==> config.mk <==
export PLATFORM = sky130hd
export DESIGN_NAME = two_point_sensor_calibration_top_flat
export DESIGN_NICKNAME = d
export VERILOG_FILES = /design/src/tpsc_pkg.sv /design/src/tpsc_if.sv /design/src/tpsc_prep.sv /design/src/tpsc_div.sv /design/src/tpsc_out.sv /design/src/two_point_sensor_calibration_top.sv /design/src/flat_wrapper.sv
export SDC_FILE = /design/constraint.sdc
export NUM_CORES = 2
export LEC_CHECK = 0
export BUFFER_PORTS_ARGS = -buffer_cell sky130_fd_sc_hd__buf_2
export CAP_MARGIN = 10
export CORE_MARGIN = 2
export CORE_UTILIZATION = 23
export CTS_CLUSTER_SIZE = 20
export DETAILED_ROUTE_END_ITERATION = 8
export SLEW_MARGIN = 10
export SYNTH_ARGS = -nofsm -noshare
export SYNTH_HDL_FRONTEND = slang
export SYNTH_SLANG_ARGS = --single-unit
==> constraint.sdc <==
create_clock -name clk_i -period 217.6 [get_ports clk_i]
set_input_delay 0 -clock clk_i [delete_from_list [all_inputs] [get_ports clk_i]]
set_output_delay 0 -clock clk_i [all_outputs]
set_load 0.02 [all_outputs]
==> src/tpsc_pkg.sv <==
// Shared widths, register indexes and record types of the two-point sensor calibration block.
`timescale 1ns / 1ps

package tpsc_pkg;

  // Field widths.
  localparam int RAW_W      = 16;  // raw readings and raw calibration points
  localparam int TDEG_W     = 10;  // temperature points, 1/8 degC
  localparam int HPCT_W     = 8;   // humidity points, 1/2 %rH
  localparam int Y_W        = 10;  // common width of the reference point values
  localparam int DX_W       = RAW_W + 1;      // difference of two raw values
  localparam int DY_W       = Y_W + 1;        // difference of two reference values
  localparam int PROD_W     = DX_W + DY_W;    // signed product dx * dy
  localparam int MAG_W      = 26;             // |dx * dy| <= 65535 * 1023 < 2**26
  localparam int SCALE_SH   = 7;              // scale factor 128
  localparam int NUM_W      = MAG_W + SCALE_SH;
  localparam int DEN_W      = RAW_W;          // |x1 - x0| <= 65535
  localparam int ACC_W      = NUM_W + 2;      // signed sum y0*128 +/- quotient
  localparam int OUT_W      = 32;
  localparam int CFG_IDX_W  = 8;
  localparam int CFG_DATA_W = 16;

  // Configuration register indexes.
  typedef enum logic [CFG_IDX_W-1:0] {
    REG_TEMP_RAW0 = 8'd0,
    REG_TEMP_RAW1 = 8'd1,
    REG_TEMP_DEG0 = 8'd2,
    REG_TEMP_DEG1 = 8'd3,
    REG_HUM_RAW0  = 8'd4,
    REG_HUM_RAW1  = 8'd5,
    REG_HUM_PCT0  = 8'd6,
    REG_HUM_PCT1  = 8'd7
  } reg_idx_e;

  // Calibration register file.
  typedef struct packed {
    logic signed [RAW_W-1:0] temp_raw0;
    logic signed [RAW_W-1:0] temp_raw1;
    logic [TDEG_W-1:0]       temp_deg0;
    logic [TDEG_W-1:0]       temp_deg1;
    logic signed [RAW_W-1:0] hum_raw0;
    logic signed [RAW_W-1:0] hum_raw1;
    logic [HPCT_W-1:0]       hum_pct0;
    logic [HPCT_W-1:0]       hum_pct1;
  } cal_t;

  // Sideband that travels with a sample through the divider.
  typedef struct packed {
    logic           kind;
    logic           err;   // zero raw span
    logic           neg;   // quotient is negative
    logic [Y_W-1:0] y0;
  } side_t;

  // One finished result.
  typedef struct packed {
    logic [OUT_W-1:0] value;
    logic             channel;
    logic             err;
    logic             sat;
  } res_t;

endpackage

==> src/tpsc_if.sv <==
// Channel interfaces of the two-point sensor calibration block.
`timescale 1ns / 1ps

interface tpsc_sample_if;
  logic                             valid;
  logic                             ready;
  logic                             kind;
  logic signed [tpsc_pkg::RAW_W-1:0] raw_sample;

  modport source (output valid, output kind, output raw_sample, input ready);
  modport sink (input valid, input kind, input raw_sample, output ready);
endinterface

interface tpsc_result_if;
  logic                              valid;
  logic                              ready;
  logic signed [tpsc_pkg::OUT_W-1:0] calibrated_value;
  logic                              channel;
  logic                              span_zero_error;
  logic                              saturated;

  modport source (output valid, output calibrated_value, output channel,
                  output span_zero_error, output saturated, input ready);
  modport sink (input valid, input calibrated_value, input channel,
                input span_zero_error, input saturated, output ready);
endinterface

interface tpsc_cfg_if;
  logic                              valid;
  logic                              ready;
  logic [tpsc_pkg::CFG_IDX_W-1:0]    index;
  logic [tpsc_pkg::CFG_DATA_W-1:0]   data;

  modport source (output valid, output index, output data, input ready);
  modport sink (input valid, input index, input data, output ready);
endinterface

==> src/tpsc_prep.sv <==
// Front stages: point selection and differences, product, and sign/magnitude split.
`timescale 1ns / 1ps

module tpsc_prep (
  input  logic                           clk_i,
  input  logic                           rst_ni,
  input  logic                           en_i,
  input  logic                           valid_i,
  input  logic                           kind_i,
  input  logic signed [tpsc_pkg::RAW_W-1:0] raw_i,
  input  tpsc_pkg::cal_t                 cal_i,
  output logic                           valid_o,
  output logic [tpsc_pkg::NUM_W-1:0]     num_o,
  output logic [tpsc_pkg::DEN_W-1:0]     den_o,
  output tpsc_pkg::side_t                side_o
);

  // Stage 1: select the channel's points and form the three differences.
  logic signed [tpsc_pkg::RAW_W-1:0] x0, x1;
  logic [tpsc_pkg::Y_W-1:0]          y0, y1;
  logic signed [tpsc_pkg::DX_W-1:0]  dx_d, den_d;
  logic signed [tpsc_pkg::DY_W-1:0]  dy_d;

  always_comb begin
    if (kind_i) begin
      x0 = cal_i.hum_raw0;
      x1 = cal_i.hum_raw1;
      y0 = {{(tpsc_pkg::Y_W-tpsc_pkg::HPCT_W){1'b0}}, cal_i.hum_pct0};
      y1 = {{(tpsc_pkg::Y_W-tpsc_pkg::HPCT_W){1'b0}}, cal_i.hum_pct1};
    end else begin
      x0 = cal_i.temp_raw0;
      x1 = cal_i.temp_raw1;
      y0 = cal_i.temp_deg0;
      y1 = cal_i.temp_deg1;
    end
    dx_d  = {raw_i[tpsc_pkg::RAW_W-1], raw_i} - {x0[tpsc_pkg::RAW_W-1], x0};
    den_d = {x1[tpsc_pkg::RAW_W-1], x1} - {x0[tpsc_pkg::RAW_W-1], x0};
    dy_d  = {1'b0, y1} - {1'b0, y0};
  end

  logic                              s1_valid_q;
  logic signed [tpsc_pkg::DX_W-1:0]  s1_dx_q, s1_den_q;
  logic signed [tpsc_pkg::DY_W-1:0]  s1_dy_q;
  logic [tpsc_pkg::Y_W-1:0]          s1_y0_q;
  logic                              s1_kind_q;

  // Stage 2: product of the differences and the divisor's sign and magnitude.
  logic signed [tpsc_pkg::PROD_W-1:0] dx_ext, dy_ext, prod_d;
  logic [tpsc_pkg::DX_W-1:0]          den_abs;

  assign dx_ext  = {{(tpsc_pkg::PROD_W-tpsc_pkg::DX_W){s1_dx_q[tpsc_pkg::DX_W-1]}}, s1_dx_q};
  assign dy_ext  = {{(tpsc_pkg::PROD_W-tpsc_pkg::DY_W){s1_dy_q[tpsc_pkg::DY_W-1]}}, s1_dy_q};
  assign prod_d  = dx_ext * dy_ext;
  assign den_abs = s1_den_q[tpsc_pkg::DX_W-1] ? (~s1_den_q + 1'b1) : s1_den_q;

  logic                               s2_valid_q;
  logic signed [tpsc_pkg::PROD_W-1:0] s2_prod_q;
  logic [tpsc_pkg::DEN_W-1:0]         s2_den_q;
  logic                               s2_den_neg_q;
  logic                               s2_err_q;
  logic [tpsc_pkg::Y_W-1:0]           s2_y0_q;
  logic                               s2_kind_q;

  // Stage 3: numerator magnitude scaled by 128 and the quotient sign.
  logic [tpsc_pkg::PROD_W-1:0] prod_abs;

  assign prod_abs = s2_prod_q[tpsc_pkg::PROD_W-1] ? (~s2_prod_q + 1'b1) : s2_prod_q;

  logic                       s3_valid_q;
  logic [tpsc_pkg::NUM_W-1:0] s3_num_q;
  logic [tpsc_pkg::DEN_W-1:0] s3_den_q;
  tpsc_pkg::side_t            s3_side_q;

  always_ff @(posedge clk_i or negedge rst_ni) begin
    if (!rst_ni) begin
      s1_valid_q <= 1'b0;
      s2_valid_q <= 1'b0;
      s3_valid_q <= 1'b0;
    end else if (en_i) begin
      s1_valid_q <= valid_i;
      s2_valid_q <= s1_valid_q;
      s3_valid_q <= s2_valid_q;
    end
  end

  always_ff @(posedge clk_i) begin
    if (en_i) begin
      s1_dx_q   <= dx_d;
      s1_den_q  <= den_d;
      s1_dy_q   <= dy_d;
      s1_y0_q   <= y0;
      s1_kind_q <= kind_i;

      s2_prod_q    <= prod_d;
      s2_den_q     <= den_abs[tpsc_pkg::DEN_W-1:0];
      s2_den_neg_q <= s1_den_q[tpsc_pkg::DX_W-1];
      s2_err_q     <= (s1_den_q == '0);
      s2_y0_q      <= s1_y0_q;
      s2_kind_q    <= s1_kind_q;

      s3_num_q       <= {prod_abs[tpsc_pkg::MAG_W-1:0], {tpsc_pkg::SCALE_SH{1'b0}}};
      s3_den_q       <= s2_den_q;
      s3_side_q.kind <= s2_kind_q;
      s3_side_q.err  <= s2_err_q;
      s3_side_q.neg  <= s2_prod_q[tpsc_pkg::PROD_W-1] ^ s2_den_neg_q;
      s3_side_q.y0   <= s2_y0_q;
    end
  end

  assign valid_o = s3_valid_q;
  assign num_o   = s3_num_q;
  assign den_o   = s3_den_q;
  assign side_o  = s3_side_q;

endmodule

==> src/tpsc_div.sv <==
// Pipelined restoring divider, one quotient bit per register stage.
`timescale 1ns / 1ps

module tpsc_div (
  input  logic                       clk_i,
  input  logic                       rst_ni,
  input  logic                       en_i,
  input  logic                       valid_i,
  input  logic [tpsc_pkg::NUM_W-1:0] num_i,
  input  logic [tpsc_pkg::DEN_W-1:0] den_i,
  input  tpsc_pkg::side_t            side_i,
  output logic                       valid_o,
  output logic [tpsc_pkg::NUM_W-1:0] quo_o,
  output tpsc_pkg::side_t            side_o
);

  localparam int Stages = tpsc_pkg::NUM_W;
  localparam int Last   = Stages - 1;

  // Each stage holds the remainder and a word whose upper part is the dividend
  // still to be consumed and whose lower part is the quotient formed so far.
  logic [Stages-1:0]              vld_q;
  logic [tpsc_pkg::NUM_W-1:0]     work_q [Stages];
  logic [tpsc_pkg::DEN_W-1:0]     rem_q  [Stages];
  logic [tpsc_pkg::DEN_W-1:0]     den_q  [Stages];
  tpsc_pkg::side_t                side_q [Stages];

  logic [Stages-1:0]              vld_in;
  logic [tpsc_pkg::NUM_W-1:0]     work_in [Stages];
  logic [tpsc_pkg::DEN_W-1:0]     rem_in  [Stages];
  logic [tpsc_pkg::DEN_W-1:0]     den_in  [Stages];
  tpsc_pkg::side_t                side_in [Stages];
  logic [tpsc_pkg::DEN_W:0]       trial   [Stages];
  logic [tpsc_pkg::DEN_W:0]       diff    [Stages];
  logic [Stages-1:0]              ge;

  always_comb begin
    for (int k = 0; k < Stages; k++) begin
      if (k == 0) begin
        vld_in[k]  = valid_i;
        work_in[k] = num_i;
        rem_in[k]  = '0;
        den_in[k]  = den_i;
        side_in[k] = side_i;
      end else begin
        vld_in[k]  = vld_q[k-1];
        work_in[k] = work_q[k-1];
        rem_in[k]  = rem_q[k-1];
        den_in[k]  = den_q[k-1];
        side_in[k] = side_q[k-1];
      end
      trial[k] = {rem_in[k], work_in[k][tpsc_pkg::NUM_W-1]};
      diff[k]  = trial[k] - {1'b0, den_in[k]};
      ge[k]    = (trial[k] >= {1'b0, den_in[k]});
    end
  end

  always_ff @(posedge clk_i or negedge rst_ni) begin
    if (!rst_ni) begin
      vld_q <= '0;
    end else if (en_i) begin
      vld_q <= vld_in;
    end
  end

  always_ff @(posedge clk_i) begin
    if (en_i) begin
      for (int k = 0; k < Stages; k++) begin
        work_q[k] <= {work_in[k][tpsc_pkg::NUM_W-2:0], ge[k]};
        rem_q[k]  <= ge[k] ? diff[k][tpsc_pkg::DEN_W-1:0] : trial[k][tpsc_pkg::DEN_W-1:0];
        den_q[k]  <= den_in[k];
        side_q[k] <= side_in[k];
      end
    end
  end

  assign valid_o = vld_q[Last];
  assign quo_o   = work_q[Last];
  assign side_o  = side_q[Last];

`ifndef ASSERT_OFF
  // A finished division with a nonzero divisor leaves a remainder below it.
  a_rem_below_den: assert property (@(posedge clk_i) disable iff (!rst_ni)
    vld_q[Last] && (den_q[Last] != '0) |-> rem_q[Last] < den_q[Last])
    else $error("divider remainder not below divisor");
`endif

endmodule

==> src/tpsc_out.sv <==
// Final offset add with saturation, and the two-entry result buffer at the output.
`timescale 1ns / 1ps

module tpsc_out (
  input  logic                       clk_i,
  input  logic                       rst_ni,
  input  logic                       valid_i,
  input  logic [tpsc_pkg::NUM_W-1:0] quo_i,
  input  tpsc_pkg::side_t            side_i,
  output logic                       ready_o,
  tpsc_result_if.source              out_o
);

  localparam int ZeroHi = tpsc_pkg::ACC_W - tpsc_pkg::Y_W - tpsc_pkg::SCALE_SH;
  localparam int TopLo  = tpsc_pkg::OUT_W - 1;

  logic [tpsc_pkg::ACC_W-1:0] base, quo_ext, sum;
  logic                       sat_hi, sat_lo;
  tpsc_pkg::res_t             res_d;

  assign base    = {{ZeroHi{1'b0}}, side_i.y0, {tpsc_pkg::SCALE_SH{1'b0}}};
  assign quo_ext = {{(tpsc_pkg::ACC_W-tpsc_pkg::NUM_W){1'b0}}, quo_i};
  assign sum     = side_i.neg ? (base - quo_ext) : (base + quo_ext);

  // The sum is out of the 32-bit range when its upper bits are not all sign copies.
  assign sat_hi = !sum[tpsc_pkg::ACC_W-1] && (|sum[tpsc_pkg::ACC_W-2:TopLo]);
  assign sat_lo = sum[tpsc_pkg::ACC_W-1] && !(&sum[tpsc_pkg::ACC_W-2:TopLo]);

  always_comb begin
    res_d.channel = side_i.kind;
    res_d.err     = side_i.err;
    res_d.sat     = !side_i.err && (sat_hi || sat_lo);
    if (side_i.err) begin
      res_d.value = '0;
    end else if (sat_hi) begin
      res_d.value = {1'b0, {(tpsc_pkg::OUT_W-1){1'b1}}};
    end else if (sat_lo) begin
      res_d.value = {1'b1, {(tpsc_pkg::OUT_W-1){1'b0}}};
    end else begin
      res_d.value = sum[tpsc_pkg::OUT_W-1:0];
    end
  end

  logic [1:0]     cnt_q, cnt_d;
  tpsc_pkg::res_t head_q, tail_q;
  logic           push, pop, full;

  assign full    = (cnt_q == 2'd2);
  assign ready_o = !full;
  assign push    = valid_i && !full;
  assign pop     = out_o.valid && out_o.ready;
  assign cnt_d   = cnt_q + {1'b0, push} - {1'b0, pop};

  always_ff @(posedge clk_i or negedge rst_ni) begin
    if (!rst_ni) begin
      cnt_q <= '0;
    end else begin
      cnt_q <= cnt_d;
    end
  end

  always_ff @(posedge clk_i) begin
    if (pop && full) begin
      head_q <= tail_q;
    end else if (push && ((cnt_q == 2'd0) || pop)) begin
      head_q <= res_d;
    end
    if (push && (cnt_q == 2'd1) && !pop) begin
      tail_q <= res_d;
    end
  end

  assign out_o.valid            = (cnt_q != 2'd0);
  assign out_o.calibrated_value = head_q.value;
  assign out_o.channel          = head_q.channel;
  assign out_o.span_zero_error  = head_q.err;
  assign out_o.saturated        = head_q.sat;

`ifndef ASSERT_OFF
  // The buffer never holds more than two results.
  a_cnt_range: assert property (@(posedge clk_i) disable iff (!rst_ni)
    cnt_q != 2'd3)
    else $error("result buffer count out of range");
`endif

endmodule

==> src/two_point_sensor_calibration_top.sv <==
// Top level of the two-point sensor calibration block: registers and pipeline wiring.
// Path: a sample passes 3 front stages and 33 divider stages, then the output buffer,
//   where its result is offered to the sink.
// Throughput: one sample per cycle unless stalled; one quotient bit per divider stage.
// Reset: asynchronous, active low; it empties the pipeline and the output buffer and
//   returns the calibration registers to their reset values.
`timescale 1ns / 1ps

module two_point_sensor_calibration_top (
  input  logic          clk_i,
  input  logic          rst_ni,
  tpsc_sample_if.sink   in_i,
  tpsc_cfg_if.sink      cfg_i,
  tpsc_result_if.source out_o
);

  // Calibration registers. A write keeps only the low bits that the register holds;
  // writes to indexes beyond the list are dropped. The port takes a write every cycle.
  tpsc_pkg::cal_t cal_q;

  assign cfg_i.ready = 1'b1;

  always_ff @(posedge clk_i or negedge rst_ni) begin
    if (!rst_ni) begin
      cal_q.temp_raw0 <= '0;
      cal_q.temp_raw1 <= 16'sd1;
      cal_q.temp_deg0 <= '0;
      cal_q.temp_deg1 <= '0;
      cal_q.hum_raw0  <= '0;
      cal_q.hum_raw1  <= 16'sd1;
      cal_q.hum_pct0  <= '0;
      cal_q.hum_pct1  <= '0;
    end else if (cfg_i.valid) begin
      unique case (cfg_i.index)
        tpsc_pkg::REG_TEMP_RAW0: cal_q.temp_raw0 <= cfg_i.data[tpsc_pkg::RAW_W-1:0];
        tpsc_pkg::REG_TEMP_RAW1: cal_q.temp_raw1 <= cfg_i.data[tpsc_pkg::RAW_W-1:0];
        tpsc_pkg::REG_TEMP_DEG0: cal_q.temp_deg0 <= cfg_i.data[tpsc_pkg::TDEG_W-1:0];
        tpsc_pkg::REG_TEMP_DEG1: cal_q.temp_deg1 <= cfg_i.data[tpsc_pkg::TDEG_W-1:0];
        tpsc_pkg::REG_HUM_RAW0:  cal_q.hum_raw0  <= cfg_i.data[tpsc_pkg::RAW_W-1:0];
        tpsc_pkg::REG_HUM_RAW1:  cal_q.hum_raw1  <= cfg_i.data[tpsc_pkg::RAW_W-1:0];
        tpsc_pkg::REG_HUM_PCT0:  cal_q.hum_pct0  <= cfg_i.data[tpsc_pkg::HPCT_W-1:0];
        tpsc_pkg::REG_HUM_PCT1:  cal_q.hum_pct1  <= cfg_i.data[tpsc_pkg::HPCT_W-1:0];
        default: begin
        end
      endcase
    end
  end

  // The whole pipeline moves together whenever the output buffer has room. The
  // buffer's room flag is registered, so a stalled sink does not reach the input
  // combinationally, and the two buffer entries absorb what is in flight.
  logic advance;

  assign in_i.ready = advance;

  logic                       prep_valid;
  logic [tpsc_pkg::NUM_W-1:0] prep_num;
  logic [tpsc_pkg::DEN_W-1:0] prep_den;
  tpsc_pkg::side_t            prep_side;

  tpsc_prep u_prep (
    .clk_i   (clk_i),
    .rst_ni  (rst_ni),
    .en_i    (advance),
    .valid_i (in_i.valid),
    .kind_i  (in_i.kind),
    .raw_i   (in_i.raw_sample),
    .cal_i   (cal_q),
    .valid_o (prep_valid),
    .num_o   (prep_num),
    .den_o   (prep_den),
    .side_o  (prep_side)
  );

  // The divider works on magnitudes; the sign and the zero-span flag ride along.
  logic                       div_valid;
  logic [tpsc_pkg::NUM_W-1:0] div_quo;
  tpsc_pkg::side_t            div_side;

  tpsc_div u_div (
    .clk_i   (clk_i),
    .rst_ni  (rst_ni),
    .en_i    (advance),
    .valid_i (prep_valid),
    .num_i   (prep_num),
    .den_i   (prep_den),
    .side_i  (prep_side),
    .valid_o (div_valid),
    .quo_o   (div_quo),
    .side_o  (div_side)
  );

  // Offset add, clamping to the signed 32-bit range, and the output buffer.
  tpsc_out u_out (
    .clk_i   (clk_i),
    .rst_ni  (rst_ni),
    .valid_i (div_valid),
    .quo_i   (div_quo),
    .side_i  (div_side),
    .ready_o (advance),
    .out_o   (out_o)
  );

`ifndef ASSERT_OFF
  // Input is refused only while finished results wait at the output.
  a_stall_needs_result: assert property (@(posedge clk_i) disable iff (!rst_ni)
    !in_i.ready |-> out_o.valid)
    else $error("input stalled with no result pending");

  // A zero span gives a zero value and no clamp.
  a_span_zero_clean: assert property (@(posedge clk_i) disable iff (!rst_ni)
    out_o.valid && out_o.span_zero_error |->
      (out_o.calibrated_value == 32'sd0) && !out_o.saturated)
    else $error("zero-span result not cleared");

  // A clamped value sits at one of the two rails.
  a_sat_on_rail: assert property (@(posedge clk_i) disable iff (!rst_ni)
    out_o.valid && out_o.saturated |->
      (out_o.calibrated_value == 32'h7fff_ffff) ||
      (out_o.calibrated_value == 32'h8000_0000))
    else $error("saturated result not at a rail");
`endif

endmodule
==> src/flat_wrapper.sv <==
// flat-port wrapper written by rule: the top's interface ports become plain ports
module two_point_sensor_calibration_top_flat 
  (clk_i, rst_ni, in_i_valid, in_i_kind, in_i_raw_sample, in_i_ready, cfg_i_valid, cfg_i_index, cfg_i_data, cfg_i_ready, out_o_valid, out_o_calibrated_value, out_o_channel, out_o_span_zero_error, out_o_saturated, out_o_ready);
  tpsc_sample_if in_i_i ();
  tpsc_cfg_if cfg_i_i ();
  tpsc_result_if out_o_i ();
  input  logic clk_i;
  input  logic rst_ni;
  input wire logic [$bits(in_i_i.valid)-1:0] in_i_valid;
  input wire logic [$bits(in_i_i.kind)-1:0] in_i_kind;
  input wire logic [$bits(in_i_i.raw_sample)-1:0] in_i_raw_sample;
  output wire logic [$bits(in_i_i.ready)-1:0] in_i_ready;
  input wire logic [$bits(cfg_i_i.valid)-1:0] cfg_i_valid;
  input wire logic [$bits(cfg_i_i.index)-1:0] cfg_i_index;
  input wire logic [$bits(cfg_i_i.data)-1:0] cfg_i_data;
  output wire logic [$bits(cfg_i_i.ready)-1:0] cfg_i_ready;
  output wire logic [$bits(out_o_i.valid)-1:0] out_o_valid;
  output wire logic [$bits(out_o_i.calibrated_value)-1:0] out_o_calibrated_value;
  output wire logic [$bits(out_o_i.channel)-1:0] out_o_channel;
  output wire logic [$bits(out_o_i.span_zero_error)-1:0] out_o_span_zero_error;
  output wire logic [$bits(out_o_i.saturated)-1:0] out_o_saturated;
  input wire logic [$bits(out_o_i.ready)-1:0] out_o_ready;
  assign in_i_i.valid = in_i_valid;
  assign in_i_i.kind = in_i_kind;
  assign in_i_i.raw_sample = in_i_raw_sample;
  assign in_i_ready = in_i_i.ready;
  assign cfg_i_i.valid = cfg_i_valid;
  assign cfg_i_i.index = cfg_i_index;
  assign cfg_i_i.data = cfg_i_data;
  assign cfg_i_ready = cfg_i_i.ready;
  assign out_o_valid = out_o_i.valid;
  assign out_o_calibrated_value = out_o_i.calibrated_value;
  assign out_o_channel = out_o_i.channel;
  assign out_o_span_zero_error = out_o_i.span_zero_error;
  assign out_o_saturated = out_o_i.saturated;
  assign out_o_i.ready = out_o_ready;
  two_point_sensor_calibration_top u_core (.clk_i(clk_i), .rst_ni(rst_ni), .in_i(in_i_i), .cfg_i(cfg_i_i), .out_o(out_o_i));
endmodule
==> impl_summary.log <==
[metrics] outcome: finished clean
[metrics] first-pass iteration count of the detailed router: 5
[metrics] share of cells above drive strength 1: a little over a tenth
[metrics] number of cells in the finished layout apart from fillers: 16.8k
[metrics] Vert. Die Dim: ~740 um
[metrics] first-pass GRT wire length: about 350 mm
[metrics] maximum clock frequency: around 130 MHz
[metrics] Rel. slew slack: 24.1%
[metrics] most frequent standard cell in the layout excluding fill and tap cells: sky130_fd_sc_hd__edfxtp_1
[metrics] critical path fanouts, max: between 150 and 200
[metrics] Crit Path Class: flop to flop
[metrics] final count of pins violating max slew: 0
[metrics] FF+latch count, synth: 2,714
[metrics] pin slew with the least headroom to its limit: between 1000 and 1500 ps
[metrics] syn nets: 9,892
[metrics] number of DRC violations after detailed-routing iteration 0: around 4.7k
[metrics] initial core utilization: between 20% and 30%
[metrics] Post-synth top flop: sky130_fd_sc_hd__edfxtp_1
[metrics] count of standard-cell rows: 270
[metrics] syn_area_per_cell: ~14 um^2
[metrics] sequential element share of the synthesized area: 64.7%
[metrics] Setup Buffers After CTS: 0
[metrics] Worst Setup Slack post-DPL: about 210,000 ps
[metrics] IO Count: 84
[metrics] proportion of register bits with asynchronous set or reset after synthesis: roughly 5%
[metrics] min-delay worst type: primary input to flop
[metrics] count of flip-flops with a built-in enable after synthesis: about 2.6k
[metrics] clock insertion delay at the later pin of the skew report: about 860 ps
[metrics] Layout Utilization: about a quarter
[metrics] number of distinct library cell variants in the gate-level netlist after synthesis: 90
[metrics] grt ovf: 0
[metrics] number of buffers created by CTS: roughly 280
[metrics] number of cells produced by synthesis: ~9k
[metrics] Worst Slack Setup Final: 209,850 ps
[metrics] count of buffers from port buffering: 82
[metrics] post-DP HPWL: between 150 and 200 mm
[metrics] Setup-failing EPs final: 0
[metrics] most frequent cells in the layout: sky130_fd_sc_hd__edfxtp_1 (2,576), sky130_fd_sc_hd__inv_1 (960), sky130_fd_sc_hd__nand2_1 (652)
[metrics] number of fill cells in the layout: ~55k
[metrics] number of antenna violations at the first check in global routing: 4
[metrics] Area growth syn-to-layout: 15.1%
[metrics] launching element type of the critical path: flop
[metrics] Net count, final: 10.2k
[metrics] max-cap violation count: 0
[metrics] global-route usage over all layers: just under 8%
[metrics] area of the core: about 540,000 um^2
[metrics] capturing element type of the critical path: flop
[metrics] DR DRC count: 0
[metrics] summed instance area of the synthesized netlist: around 120,000 um^2
[metrics] PostCTS Resize Cnt: 0
[metrics] clock slew at the register clock pins of the worst setup and hold paths: roughly 70 ps
[metrics] multi-input gate area in the final layout: about 40,000 um^2
[metrics] pin count of the biggest net entering global routing: ~170
[metrics] required arrival time at the worst endpoint: about 220,000 ps
[metrics] Total Wirelength: around 220 mm
[metrics] CTS sink count: 2,714
[metrics] placer congestion estimate: about 0.83
[metrics] number of H-tree branching levels: 5
[metrics] final hold violation count: 0
[metrics] footprint of the flip-flops and latches: approximately 80,000 um^2
[metrics] antenna-violating nets left: 0
[metrics] critical path arrival: approximately 8200 ps
[metrics] Die ar.: ~550,000 um^2
[metrics] clock tree from TritonCTS: done
[metrics] accumulated negative setup slack: 0 ps
[metrics] average wire per standard cell: roughly 13 um
[metrics] final cycle utilization of the critical path: 3.56%
[metrics] DR vias/cell: roughly 4.1
[metrics] CTS Root Buffer Type: sky130_fd_sc_hd__clkbuf_16
[metrics] via count of the routed design: just under 70k
[metrics] fin crit period: 7750 ps
[metrics] Max Buffers Root-to-Sink: 4
[metrics] RSZ-0062 raised after global routing: false
[metrics] largest clock skew in the final design: slightly above 70 ps
[metrics] placed cells: around 16k
[metrics] Die Wd: about 740 um
[metrics] count of synthesis-stage warnings from yosys: 0
[metrics] vias in the first global route: approximately 67k
per-layer routing:
layer	GRT usage (%)	wire length [um]
met5	0	0
met4	2.26	6090
met3	1.24	8310
met2	13.2	105000
met1	10.2	102000
layout make-up:
class	count	share of cell area [%]
inverter	965	2.53
timing repair buffer	214	1.12
clock inverter	150	0.919
tap	7208	6.27
clock buffer	338	5.19
sequential	2714	56.2
antenna	2	0.00348
multi-input combinational	5163	27.7
state kept, by name (all words and copies together), names as in the netlist, 13 cells and up:
signal,cells
u_core.cal_q,100
u_core.u_out.out_o.calibrated_value,32
u_core.u_div.side_q,429
u_core.u_prep.s1_den_q,17
u_core.u_prep.s1_dx_q,17
u_core.u_out.tail_q,35
u_core.u_prep.den_o,16
u_core.u_div.work_q,886
u_core.u_div.rem_q,512
u_core.u_prep.s2_prod_q,27
u_core.u_prep.num_o,26
u_core.u_prep.s2_den_q,16
u_core.u_prep.side_o,13
u_core.u_div.vld_q,33
u_core.u_div.den_q,512
logic make-up after synthesis:
family	synth area share [%]
AOI/OAI and AO/OA	7.25
xor gates and xnor gates	3.01
adders and majority gates	9.70
buffers and inverters	3.41
DFF	64.7
muxes	4.04
other	0.00300
and+or+nand+nor	7.89
per-stage QoR:
step | hold WS, ps | area (um^2)
2_1_floorplan | -296 | 125000
3_3_place_gp | 161 | 134000
3_5_place_dp | 167 | 134000
4_1_cts | 11.4 | 144000
5_1_grt | 63.4 | 144000
6_report | 101 | 144000
critical path, cell delays in order, from the launching register on:
cell and delay, ps:
sky130_fd_sc_hd__dfrtp_1 450, sky130_fd_sc_hd__nor2b_2 180, sky130_fd_sc_hd__buf_4 260, sky130_fd_sc_hd__inv_8 530, sky130_fd_sc_hd__buf_4 890, sky130_fd_sc_hd__buf_4 780
sky130_fd_sc_hd__buf_4 740, sky130_fd_sc_hd__buf_4 650, sky130_fd_sc_hd__buf_12 670, sky130_fd_sc_hd__buf_4 840, sky130_fd_sc_hd__buf_4 910
Yosys cell counts (all sizes together) (24+ instances only):
cell	n	area, um^2
buf	31	151
nor4	49	307
a21boi	50	375
nor2	409	1540
o21a	71	533
nor2b	116	726
mux2	390	4400
inv	964	3620
a21oi	331	1660
edfxtp	2576	77400
ha	639	8000
nand3	175	876
and3	49	307
a31oi	33	206
mux2i	65	651
o21ai	378	1900
xnor2	274	2400
nand4	86	538
nand2	652	2450
or3	71	449
xor2	155	1360
dfrtp	136	3400
o211ai	33	262
and2	93	582
clkbuf	128	480
a211oi	41	313
o31a	42	368
a21o	101	758
nor3	170	861
nand2b	87	544
o31ai	102	846
fa	206	4120
o41ai	30	289
or4	24	180
path summary, 6_finish.rpt:
| check | start | endpoint | slack (ps) | cells past startpoint |
|---|---|---|---|---|
| max | u_core.u_out.cnt_q[1]$_DFF_PN0_ | u_core.u_div.work_q[0][161]$_DFFE_PP_ | 209850 | 10 |
| min | cfg_i_data[5] | u_core.cal_q[13]$_DFFE_PN0P_ | 100 | 3 |
| max reg2reg | u_core.u_out.cnt_q[1]$_DFF_PN0_ | u_core.u_div.work_q[0][161]$_DFFE_PP_ | 209850 | 10 |
| min reg2reg | u_core.u_div.work_q[0][829]$_DFFE_PP_ | u_core.u_div.work_q[0][863]$_DFFE_PP_ | 370 | 0 |
| max in group asynchronous | rst_ni | u_core.u_div.vld_q[31]$_DFFE_PN0P_ | 216520 | 4 |
| min in group asynchronous | rst_ni | u_core.cal_q[68]$_DFFE_PN1P_ | 260 | 3 |
repair_timing:
item,CTS,global route
hold buffers,64,0
setup endpoints to repair,0,0
endpoints found under the hold margin,294,0
Power is not shown: default switching activity piles up to over one toggle a cycle in this logic, so the estimate is an artifact.
